File: src/sv/tsd_pkg.sv
package tsd_pkg;

    // Configuration register indexes.
    localparam logic [1:0] REG_DISTANCE_THRESHOLD = 2'd0;
    localparam logic [1:0] REG_SLOPE_RATIO        = 2'd1;
    localparam logic [1:0] REG_MAX_DURATION_MS    = 2'd2;
    localparam logic [1:0] REG_RELEASE_GAP_MS     = 2'd3;

    localparam int CFG_INDEX_W = 2;
    localparam int CFG_DATA_W  = 16;

    // Gesture codes reported with each result.
    localparam logic [1:0] GESTURE_NONE     = 2'd0;
    localparam logic [1:0] GESTURE_NEXT     = 2'd1;
    localparam logic [1:0] GESTURE_PREVIOUS = 2'd2;
    localparam logic [1:0] GESTURE_REJECTED = 2'd3;

    // Reset values of the configuration registers.
    localparam logic [9:0]  DISTANCE_THRESHOLD_RST = 10'd90;
    localparam logic [3:0]  SLOPE_RATIO_RST        = 4'd2;
    localparam logic [15:0] MAX_DURATION_MS_RST    = 16'd1200;
    localparam logic [15:0] RELEASE_GAP_MS_RST     = 16'd80;

    localparam int IN_TDATA_W  = 56;
    localparam int OUT_TDATA_W = 160;

    typedef struct packed {
        logic [9:0]  distance_threshold;
        logic [3:0]  slope_ratio;
        logic [15:0] max_duration_ms;
        logic [15:0] release_gap_ms;
    } cfg_t;

    // One touch poll, last field in the lowest bits.
    typedef struct packed {
        logic [31:0] now_ms;
        logic [9:0]  pos_y;
        logic [9:0]  pos_x;
        logic        touched;
    } poll_t;

    // One result, last field in the lowest bits.
    typedef struct packed {
        logic [31:0]        reject_count;
        logic [31:0]        accept_count;
        logic [31:0]        press_count;
        logic [31:0]        touch_count;
        logic signed [10:0] delta_y;
        logic signed [10:0] delta_x;
        logic               screen;
        logic [1:0]         gesture;
    } result_t;

endpackage

File: src/sv/tsd_cfg.sv
module tsd_cfg (
    input  logic                                aclk,
    input  logic                                aresetn,
    input  logic                                cfg_wr_en,
    input  logic [tsd_pkg::CFG_INDEX_W-1:0]     cfg_index,
    input  logic [tsd_pkg::CFG_DATA_W-1:0]      cfg_data,
    output tsd_pkg::cfg_t                       cfg
);
    import tsd_pkg::*;

    cfg_t cfg_reg;
    cfg_t cfg_next;

    always_comb begin
        cfg_next = cfg_reg;
        if (cfg_wr_en) begin
            case (cfg_index)
                REG_DISTANCE_THRESHOLD: cfg_next.distance_threshold = cfg_data[9:0];
                REG_SLOPE_RATIO:        cfg_next.slope_ratio        = cfg_data[3:0];
                REG_MAX_DURATION_MS:    cfg_next.max_duration_ms    = cfg_data;
                REG_RELEASE_GAP_MS:     cfg_next.release_gap_ms     = cfg_data;
                default:                cfg_next = cfg_reg;
            endcase
        end
    end

    always_ff @(posedge aclk) begin
        if (!aresetn) begin
            cfg_reg.distance_threshold <= DISTANCE_THRESHOLD_RST;
            cfg_reg.slope_ratio        <= SLOPE_RATIO_RST;
            cfg_reg.max_duration_ms    <= MAX_DURATION_MS_RST;
            cfg_reg.release_gap_ms     <= RELEASE_GAP_MS_RST;
        end else begin
            cfg_reg <= cfg_next;
        end
    end

    assign cfg = cfg_reg;

endmodule

File: src/sv/tsd_core.sv
module tsd_core #(
    parameter int SCREEN_COUNT = 2
) (
    input  logic              aclk,
    input  logic              aresetn,
    input  logic              step,
    input  tsd_pkg::poll_t    poll,
    input  tsd_pkg::cfg_t     cfg,
    output tsd_pkg::result_t  result
);
    import tsd_pkg::*;

    localparam int SCREEN_W = (SCREEN_COUNT > 1) ? $clog2(SCREEN_COUNT) : 1;
    localparam logic [SCREEN_W-1:0] SCREEN_LAST = SCREEN_W'(SCREEN_COUNT - 1);

    logic                pressed_reg, pressed_next;
    logic                swiped_reg, swiped_next;
    logic [9:0]          start_x_reg, start_x_next;
    logic [9:0]          start_y_reg, start_y_next;
    logic [9:0]          last_x_reg, last_x_next;
    logic [9:0]          last_y_reg, last_y_next;
    logic [31:0]         start_time_reg, start_time_next;
    logic [31:0]         last_touch_reg, last_touch_next;
    logic [SCREEN_W-1:0] screen_reg, screen_next;
    logic signed [10:0]  judged_dx_reg, judged_dx_next;
    logic signed [10:0]  judged_dy_reg, judged_dy_next;
    logic [31:0]         touch_cnt_reg, touch_cnt_next;
    logic [31:0]         press_cnt_reg, press_cnt_next;
    logic [31:0]         accept_cnt_reg, accept_cnt_next;
    logic [31:0]         reject_cnt_reg, reject_cnt_next;

    logic [9:0]          pt_x, pt_y;
    logic signed [10:0]  dx, dy;
    logic [9:0]          adx, ady;
    logic [13:0]         slope_limit;
    logic [31:0]         duration, gap;
    logic                dist_ok, slope_ok, time_ok, swipe_ok, released;
    logic [1:0]          gesture;

    // The touched point during a press, the stored last point on release.
    assign pt_x = poll.touched ? poll.pos_x : last_x_reg;
    assign pt_y = poll.touched ? poll.pos_y : last_y_reg;

    assign dx  = $signed({1'b0, pt_x}) - $signed({1'b0, start_x_reg});
    assign dy  = $signed({1'b0, pt_y}) - $signed({1'b0, start_y_reg});
    assign adx = dx[10] ? 10'(-dx) : dx[9:0];
    assign ady = dy[10] ? 10'(-dy) : dy[9:0];

    assign slope_limit = cfg.slope_ratio * ady;
    assign duration    = poll.now_ms - start_time_reg;
    assign gap         = poll.now_ms - last_touch_reg;

    assign dist_ok  = adx >= cfg.distance_threshold;
    assign slope_ok = {4'b0, adx} > slope_limit;
    assign time_ok  = duration <= {16'b0, cfg.max_duration_ms};
    assign swipe_ok = dist_ok && slope_ok && time_ok;
    assign released = !poll.touched && pressed_reg && (gap > {16'b0, cfg.release_gap_ms});

    always_comb begin
        pressed_next    = pressed_reg;
        swiped_next     = swiped_reg;
        start_x_next    = start_x_reg;
        start_y_next    = start_y_reg;
        last_x_next     = last_x_reg;
        last_y_next     = last_y_reg;
        start_time_next = start_time_reg;
        last_touch_next = last_touch_reg;
        screen_next     = screen_reg;
        judged_dx_next  = judged_dx_reg;
        judged_dy_next  = judged_dy_reg;
        touch_cnt_next  = touch_cnt_reg;
        press_cnt_next  = press_cnt_reg;
        accept_cnt_next = accept_cnt_reg;
        reject_cnt_next = reject_cnt_reg;
        gesture         = GESTURE_NONE;

        if (poll.touched) begin
            touch_cnt_next  = touch_cnt_reg + 32'd1;
            last_touch_next = poll.now_ms;
            last_x_next     = poll.pos_x;
            last_y_next     = poll.pos_y;
            if (!pressed_reg) begin
                pressed_next    = 1'b1;
                swiped_next     = 1'b0;
                start_x_next    = poll.pos_x;
                start_y_next    = poll.pos_y;
                start_time_next = poll.now_ms;
                press_cnt_next  = press_cnt_reg + 32'd1;
            end else if (!swiped_reg && swipe_ok) begin
                swiped_next = 1'b1;
                gesture     = dx[10] ? GESTURE_NEXT : GESTURE_PREVIOUS;
            end
        end else if (released) begin
            pressed_next = 1'b0;
            if (!swiped_reg) begin
                gesture = swipe_ok ? (dx[10] ? GESTURE_NEXT : GESTURE_PREVIOUS)
                                   : GESTURE_REJECTED;
            end
        end

        // A judged gesture records its travel; a swipe moves the screen within range.
        if (gesture != GESTURE_NONE) begin
            judged_dx_next = dx;
            judged_dy_next = dy;
        end
        if (gesture == GESTURE_REJECTED) begin
            reject_cnt_next = reject_cnt_reg + 32'd1;
        end
        if (gesture == GESTURE_NEXT || gesture == GESTURE_PREVIOUS) begin
            accept_cnt_next = accept_cnt_reg + 32'd1;
        end
        if (gesture == GESTURE_NEXT && screen_reg != SCREEN_LAST) begin
            screen_next = screen_reg + SCREEN_W'(1);
        end
        if (gesture == GESTURE_PREVIOUS && screen_reg != '0) begin
            screen_next = screen_reg - SCREEN_W'(1);
        end
    end

    always_ff @(posedge aclk) begin
        if (!aresetn) begin
            pressed_reg    <= 1'b0;
            swiped_reg     <= 1'b0;
            start_x_reg    <= '0;
            start_y_reg    <= '0;
            last_x_reg     <= '0;
            last_y_reg     <= '0;
            start_time_reg <= '0;
            last_touch_reg <= '0;
            screen_reg     <= '0;
            judged_dx_reg  <= '0;
            judged_dy_reg  <= '0;
            touch_cnt_reg  <= '0;
            press_cnt_reg  <= '0;
            accept_cnt_reg <= '0;
            reject_cnt_reg <= '0;
        end else if (step) begin
            pressed_reg    <= pressed_next;
            swiped_reg     <= swiped_next;
            start_x_reg    <= start_x_next;
            start_y_reg    <= start_y_next;
            last_x_reg     <= last_x_next;
            last_y_reg     <= last_y_next;
            start_time_reg <= start_time_next;
            last_touch_reg <= last_touch_next;
            screen_reg     <= screen_next;
            judged_dx_reg  <= judged_dx_next;
            judged_dy_reg  <= judged_dy_next;
            touch_cnt_reg  <= touch_cnt_next;
            press_cnt_reg  <= press_cnt_next;
            accept_cnt_reg <= accept_cnt_next;
            reject_cnt_reg <= reject_cnt_next;
        end
    end

    assign result.gesture      = gesture;
    assign result.screen       = screen_next[0];
    assign result.delta_x      = judged_dx_next;
    assign result.delta_y      = judged_dy_next;
    assign result.touch_count  = touch_cnt_next;
    assign result.press_count  = press_cnt_next;
    assign result.accept_count = accept_cnt_next;
    assign result.reject_count = reject_cnt_next;

    // The active screen never leaves the configured range.
    a_screen_range: assert property (@(posedge aclk) disable iff (!aresetn)
        screen_reg <= SCREEN_LAST)
        else $error("active screen out of range");

    // Every accepted swipe is counted exactly once.
    a_accept_counted: assert property (@(posedge aclk) disable iff (!aresetn)
        step && (gesture == GESTURE_NEXT || gesture == GESTURE_PREVIOUS)
        |=> accept_cnt_reg == $past(accept_cnt_reg) + 32'd1)
        else $error("accepted swipe not counted");

    // A rejection can only end an open press that had no swipe yet.
    a_reject_cause: assert property (@(posedge aclk) disable iff (!aresetn)
        step && gesture == GESTURE_REJECTED |-> pressed_reg && !swiped_reg && !poll.touched)
        else $error("rejection without an open press");

    // State holds while no poll is evaluated.
    a_hold_idle: assert property (@(posedge aclk) disable iff (!aresetn)
        !step |=> $stable(touch_cnt_reg) && $stable(pressed_reg) && $stable(screen_reg))
        else $error("state changed without a poll");

endmodule

File: src/sv/touch_swipe_detector_unit.sv
// Horizontal swipe detector for a touch panel. Each request on the input stream is one poll
// (touched flag, x, y and a wrapping millisecond time); each poll produces exactly one result
// request carrying the gesture code (none, next, previous, rejected on release), the active
// screen, the travel of the last judged gesture and four wrapping event counters. A swipe is
// accepted during the press as soon as it passes the distance, slope and duration tests;
// otherwise it is judged when the press ends, which is a no-touch poll arriving more than
// release_gap_ms after the last touch. The block takes one poll per clock cycle while the
// output is not stalled: the poll is held in an input register, evaluated by a single
// pass of subtract, multiply and compare logic against the press state, and the result
// lands in an output register until it is taken. A stalled output only holds the input
// register; a new poll is still taken in the cycle that the waiting result leaves.
// The user must write configuration registers through the write port while no poll is in
// flight; the block does not enforce this. They reset to 90 px, ratio 2, 1200 ms and 80 ms.
module touch_swipe_detector_unit #(
    parameter int SCREEN_COUNT = 2
) (
    input  logic                                 aclk,
    input  logic                                 aresetn,

    input  logic                                 cfg_wr_en,
    input  logic [tsd_pkg::CFG_INDEX_W-1:0]      cfg_index,
    input  logic [tsd_pkg::CFG_DATA_W-1:0]       cfg_data,

    input  logic                                 s_axis_tvalid,
    output logic                                 s_axis_tready,
    // touched[0], pos_x[10:1], pos_y[20:11], now_ms[52:21], zero fill[55:53]
    input  logic [tsd_pkg::IN_TDATA_W-1:0]       s_axis_tdata,

    output logic                                 m_axis_tvalid,
    input  logic                                 m_axis_tready,
    // gesture[1:0], screen[2], delta_x[13:3], delta_y[24:14], touch_count[56:25],
    // press_count[88:57], accept_count[120:89], reject_count[152:121], zero fill[159:153]
    output logic [tsd_pkg::OUT_TDATA_W-1:0]      m_axis_tdata
);
    import tsd_pkg::*;

    cfg_t    cfg;
    poll_t   poll_reg;
    logic    poll_valid_reg, poll_valid_next;
    result_t result;
    result_t result_reg;
    logic    out_valid_reg, out_valid_next;
    logic    advance;
    logic    in_take;

    tsd_cfg u_cfg (
        .aclk      (aclk),
        .aresetn   (aresetn),
        .cfg_wr_en (cfg_wr_en),
        .cfg_index (cfg_index),
        .cfg_data  (cfg_data),
        .cfg       (cfg)
    );

    // The poll in the input register is evaluated when the output register is free or
    // its result is being taken in this cycle.
    assign advance       = poll_valid_reg && (!out_valid_reg || m_axis_tready);
    assign s_axis_tready = !poll_valid_reg || advance;
    assign in_take       = s_axis_tvalid && s_axis_tready;

    tsd_core #(
        .SCREEN_COUNT (SCREEN_COUNT)
    ) u_core (
        .aclk    (aclk),
        .aresetn (aresetn),
        .step    (advance),
        .poll    (poll_reg),
        .cfg     (cfg),
        .result  (result)
    );

    always_comb begin
        poll_valid_next = poll_valid_reg;
        if (in_take) begin
            poll_valid_next = 1'b1;
        end else if (advance) begin
            poll_valid_next = 1'b0;
        end

        out_valid_next = out_valid_reg;
        if (advance) begin
            out_valid_next = 1'b1;
        end else if (m_axis_tready) begin
            out_valid_next = 1'b0;
        end
    end

    always_ff @(posedge aclk) begin
        if (!aresetn) begin
            poll_valid_reg <= 1'b0;
            out_valid_reg  <= 1'b0;
        end else begin
            poll_valid_reg <= poll_valid_next;
            out_valid_reg  <= out_valid_next;
        end
    end

    // Payload registers carry no reset; they are qualified by the valid flags.
    always_ff @(posedge aclk) begin
        if (in_take) begin
            poll_reg <= poll_t'(s_axis_tdata[$bits(poll_t)-1:0]);
        end
        if (advance) begin
            result_reg <= result;
        end
    end

    assign m_axis_tvalid = out_valid_reg;
    assign m_axis_tdata  = {(OUT_TDATA_W - $bits(result_t))'(0), result_reg};

endmodule

File: config.mk
export PLATFORM = sky130hd
export DESIGN_NAME = touch_swipe_detector_unit
export DESIGN_NICKNAME = d
export VERILOG_FILES = /design/src/sv/tsd_pkg.sv /design/src/sv/tsd_cfg.sv /design/src/sv/tsd_core.sv /design/src/sv/touch_swipe_detector_unit.sv
export SDC_FILE = /design/constraint.sdc
export NUM_CORES = 1
export LEC_CHECK = 0
export BUFFER_PORTS_ARGS = -buffer_cell sky130_fd_sc_hd__clkbuf_2
export CORE_MARGIN = 1.5
export CORE_UTILIZATION = 55
export CTS_BUF_LIST = sky130_fd_sc_hd__clkbuf_16
export DETAILED_ROUTE_END_ITERATION = 7
export PLACE_DENSITY = 0.74
export SLEW_MARGIN = 20
export SYNTH_ARGS = -nofsm -noshare
export SYNTH_HDL_FRONTEND = slang
export SYNTH_HIERARCHICAL = 1
export SYNTH_SLANG_ARGS = --single-unit
File: constraint.sdc
create_clock -name aclk -period 14.7 [get_ports aclk]
set_input_delay 0 -clock aclk [delete_from_list [all_inputs] [get_ports aclk]]
set_output_delay 0 -clock aclk [all_outputs]
set_load 0.01 [all_outputs]
==> flow_summary_export.csv <==
group,metric,value,unit
cts,post_cts_resized,0,
floorplan,die_h,231,um
cts,clockBufferDepth,3,
timing,final-hold-violation-count,0,
drt,wirelength,67.2,mm
run_status,status,"complete, no violations",
critical_path,crit_cells,45,
cts,cts_num_sinks,511,
critical_path,cp-start-kind,"flip-flop",
timing,fin_ws,2.01,ns
synthesis,async_flop_share,0,%
placed_design,place_hpwl,47.9,mm
synthesis,avgSynthCellArea,9.40,um^2
worst_hold_path,holdCritPathClass,"primary input to flip-flop",
pwr,cellPowerDensity,110,nW/um^2
cts,clockRootBuffer,"clkbuf_16",
timing,post-route-period-util,86.3,%
floorplan,die_w,231,um
synthesis,netlist_instances,3037,
cts,cts.clk_slew.worst_paths,0.06,ns
placed_design,dp_worst_setup_slack,2.03,ns
cts,cts_max_level,2,
drt,first_pass_iters,5,
drt,route.detailed.drc,0,
drt,final_antenna_net_count,0,
placed_design,gp_congestion,0.915,
drt,wl_per_cell,16.8,um
pwr,power.leakage,0.0132,uW
critical_path,cp_slowest_stage_delay,0.87,ns
final_layout,final_nets,3536,
synthesis,synth_flop_cell,"dfxtp_1",
timing,finalSetupViolations,0,
global_routing,busiest_layer,"met2",
global_routing,grt_pass1_vias,21500,
worst_hold_path,hold_depth,2,
synthesis,synth-compound-area-share,11.7,%
synthesis,synth_edf_count,206,
global_routing,grt_start_max_net_pins,179,
pwr,fin_total_pwr,3590,uW
timing,finalMaxSlewViolations,0,
floorplan,initial_core_util,55.6,%
synthesis,synthSimpleGateAreaFrac,19.1,%
critical_path,ff2ff_path_depth,45,
placed_design,numPortBuffers,230,
final_layout,final_common_cell,"nand2_1",
timing,worst_slew_pin_slew,1.14,ns
critical_path,criticalPathCategory,"flip-flop to flip-flop",
global_routing,antenna_found_initial,1,
final_layout,largest_reg_flops,153,
synthesis,synthMuxAreaShare,3.33,%
critical_path,worst_ep_arrival_time,13.20,ns
timing,tns,0,ns
floorplan,pin_count,241,
critical_path,rr_startpoint,"poll_reg[0]",
timing,fin_crit,12.69,ns
cts,cts_buffers,54,
synthesis,synth_xor_area_share,9.51,%
synthesis,synth.distinct_cells,79,
timing,relSlewSlack,24.0,%
critical_path,path_delay_family,"simple AND/OR/NAND/NOR gates",
global_routing,grt_pass1_wl,109,mm
final_layout,layout_common_cells,"nand2_1 (479), dfxtp_1 (305), clkbuf_2 (229), inv_1 (216), xnor2_1 (208)",
global_routing,met1_usage,31.2,%
synthesis,synth-seq-cells,511,
worst_hold_path,hp-start,"s_axis_tdata[20]",
pwr,ir_drop,0.104,mV
floorplan,die_area,53300,um^2
critical_path,required,15.21,ns
critical_path,worst-path-max-fanout,14,
synthesis,yosysWarnings,6,
synthesis,synth_top_family_by_area,"simple AND/OR/NAND/NOR gates",
global_routing,grt-ovfl-total,0,
global_routing,met3_usage,2.72,%
final_layout,layout-drive-gt1-share,11.5,%
critical_path,worstPathBufferInverterCount,3,
synthesis,syn_area,28500,um^2
final_layout,area_delta_synth_final,14.7,%
synthesis,ys_seq_area_share,43.1,%
timing,fin_hold_ws,0.101,ns
critical_path,timing.rr.end,"u_core/accept_cnt_reg[30]",
timing,fin_skew,0.0264,ns
cts,cts_tree,"yes",
critical_path,crit_path_end_kind,"flip-flop",
critical_path,cpMaxStageDelayCell,"edfxtp_1",
global_routing,track_usage,24.9,%
drt,vias,21900,
timing,rsz0062_at_grt,"no",
floorplan,core_area,51300,um^2
drt,vias_per_cell,5.47,
critical_path,rrSetupSlack,2.01,ns
flow_run,cap_viol_max_count,0,
cts,clock_latency,0.62,ns
timing,fmax,78.8,MHz
worst_hold_path,hold_end,"poll_reg[20]",
floorplan,rows,83,
global_routing,met2_usage,44.7,%
synthesis,synthAdderAreaFrac,8.51,%
drt,drt_iter0_drc,1220,
synthesized netlist by cell type, types with 73 or more instances:
master	count	area, um^2
ha_1	162	2030
a21boi_0	121	908
nand2_1	480	1800
xor2_1	102	893
and2_1	121	757
clkbuf_1	129	484
nor2_1	103	387
o21ai_0	83	415
inv_1	197	739
edfxtp_1	206	6190
dfxtp_1	305	6110
nand3_1	73	365
a21oi_1	91	455
xnor2_1	208	1820
layout make-up:
| type | instances | area [um^2] |
|---|---|---|
| diodes | 2 | 5.00 |
| clock buffers | 55 | 1380 |
| clock inverters | 47 | 404 |
| fillers | 4170 | 18600 |
| inverters | 197 | 739 |
| multi-input cells | 2184 | 14900 |
| flip-flops and latches | 511 | 12300 |
| well taps | 680 | 851 |
| repair buffers | 327 | 2130 |
layer usage:
layer	part of all wire [%]	vias up
li1	-	10900
met1	43	10500
met2	50	465
met3	3.9	114
met4	2.9	0
met5	0	-
metrics by stage:
| step | std cells | area, um^2 | utilization (%) |
|---|---|---|---|
| floorplan | 3043 | 28600 | - |
| global placement | 3814 | 30100 | 58.6 |
| detailed placement | 3814 | 30100 | 58.6 |
| CTS | 4000 | 32700 | 63.8 |
| global route | 4002 | 32700 | 63.8 |
| finish | 4003 | 32700 | 63.8 |
report_power, final:
| part | internal, uW | switching, uW |
|---|---|---|
| logic | 274 | 409 |
| clock network | 771 | 578 |
| registers | 1530 | 30.2 |
| total | 2570 | 1020 |
kinds of logic (layout without fill, tap and decap cells):
| group | after synthesis | after routing |
|---|---|---|
| flops | 511 | 511 |
| mux | 91 | 91 |
| xor+xnor | 310 | 310 |
| buf+inv | 348 | 626 |
| fa+ha+maj | 182 | 182 |
| other cells | 1 | 9 |
| simple gates | 1103 | 1103 |
| compound gates | 491 | 491 |
worst reg2reg max path: cells and delay by family (launching register included):
family                     cells  cell delay (ns)
AOI/OAI and AO/OA             11             2.64
adders and majority gates      7             2.59
and+or+nand+nor               19             5.36
xor gates and xnor gates       3             0.42
muxes                          2             0.59
buffers and inverters          3             0.15
DFF                            1             0.87
repair_timing:
action / 4_1_cts / 5_1_grt
endpoints found under the hold margin: 168 / 0
hold buffers: 84 / 0
setup buffers: 0 / 0
how the worst max path moves through the flow:
| stage | from | to |
|---|---|---|
| final | poll_reg[0] | u_core/accept_cnt_reg[30] |
| after global routing | poll_reg[0] | u_core/accept_cnt_reg[30] |
| after global placement | poll_reg[0] | u_core/accept_cnt_reg[28] |
| after floorplan | poll_reg[0] | u_core/accept_cnt_reg[27] |
| after CTS | poll_reg[0] | u_core/accept_cnt_reg[30] |
| after detailed placement | poll_reg[0] | u_core/accept_cnt_reg[30] |
(Power assumes the default switching activity.)
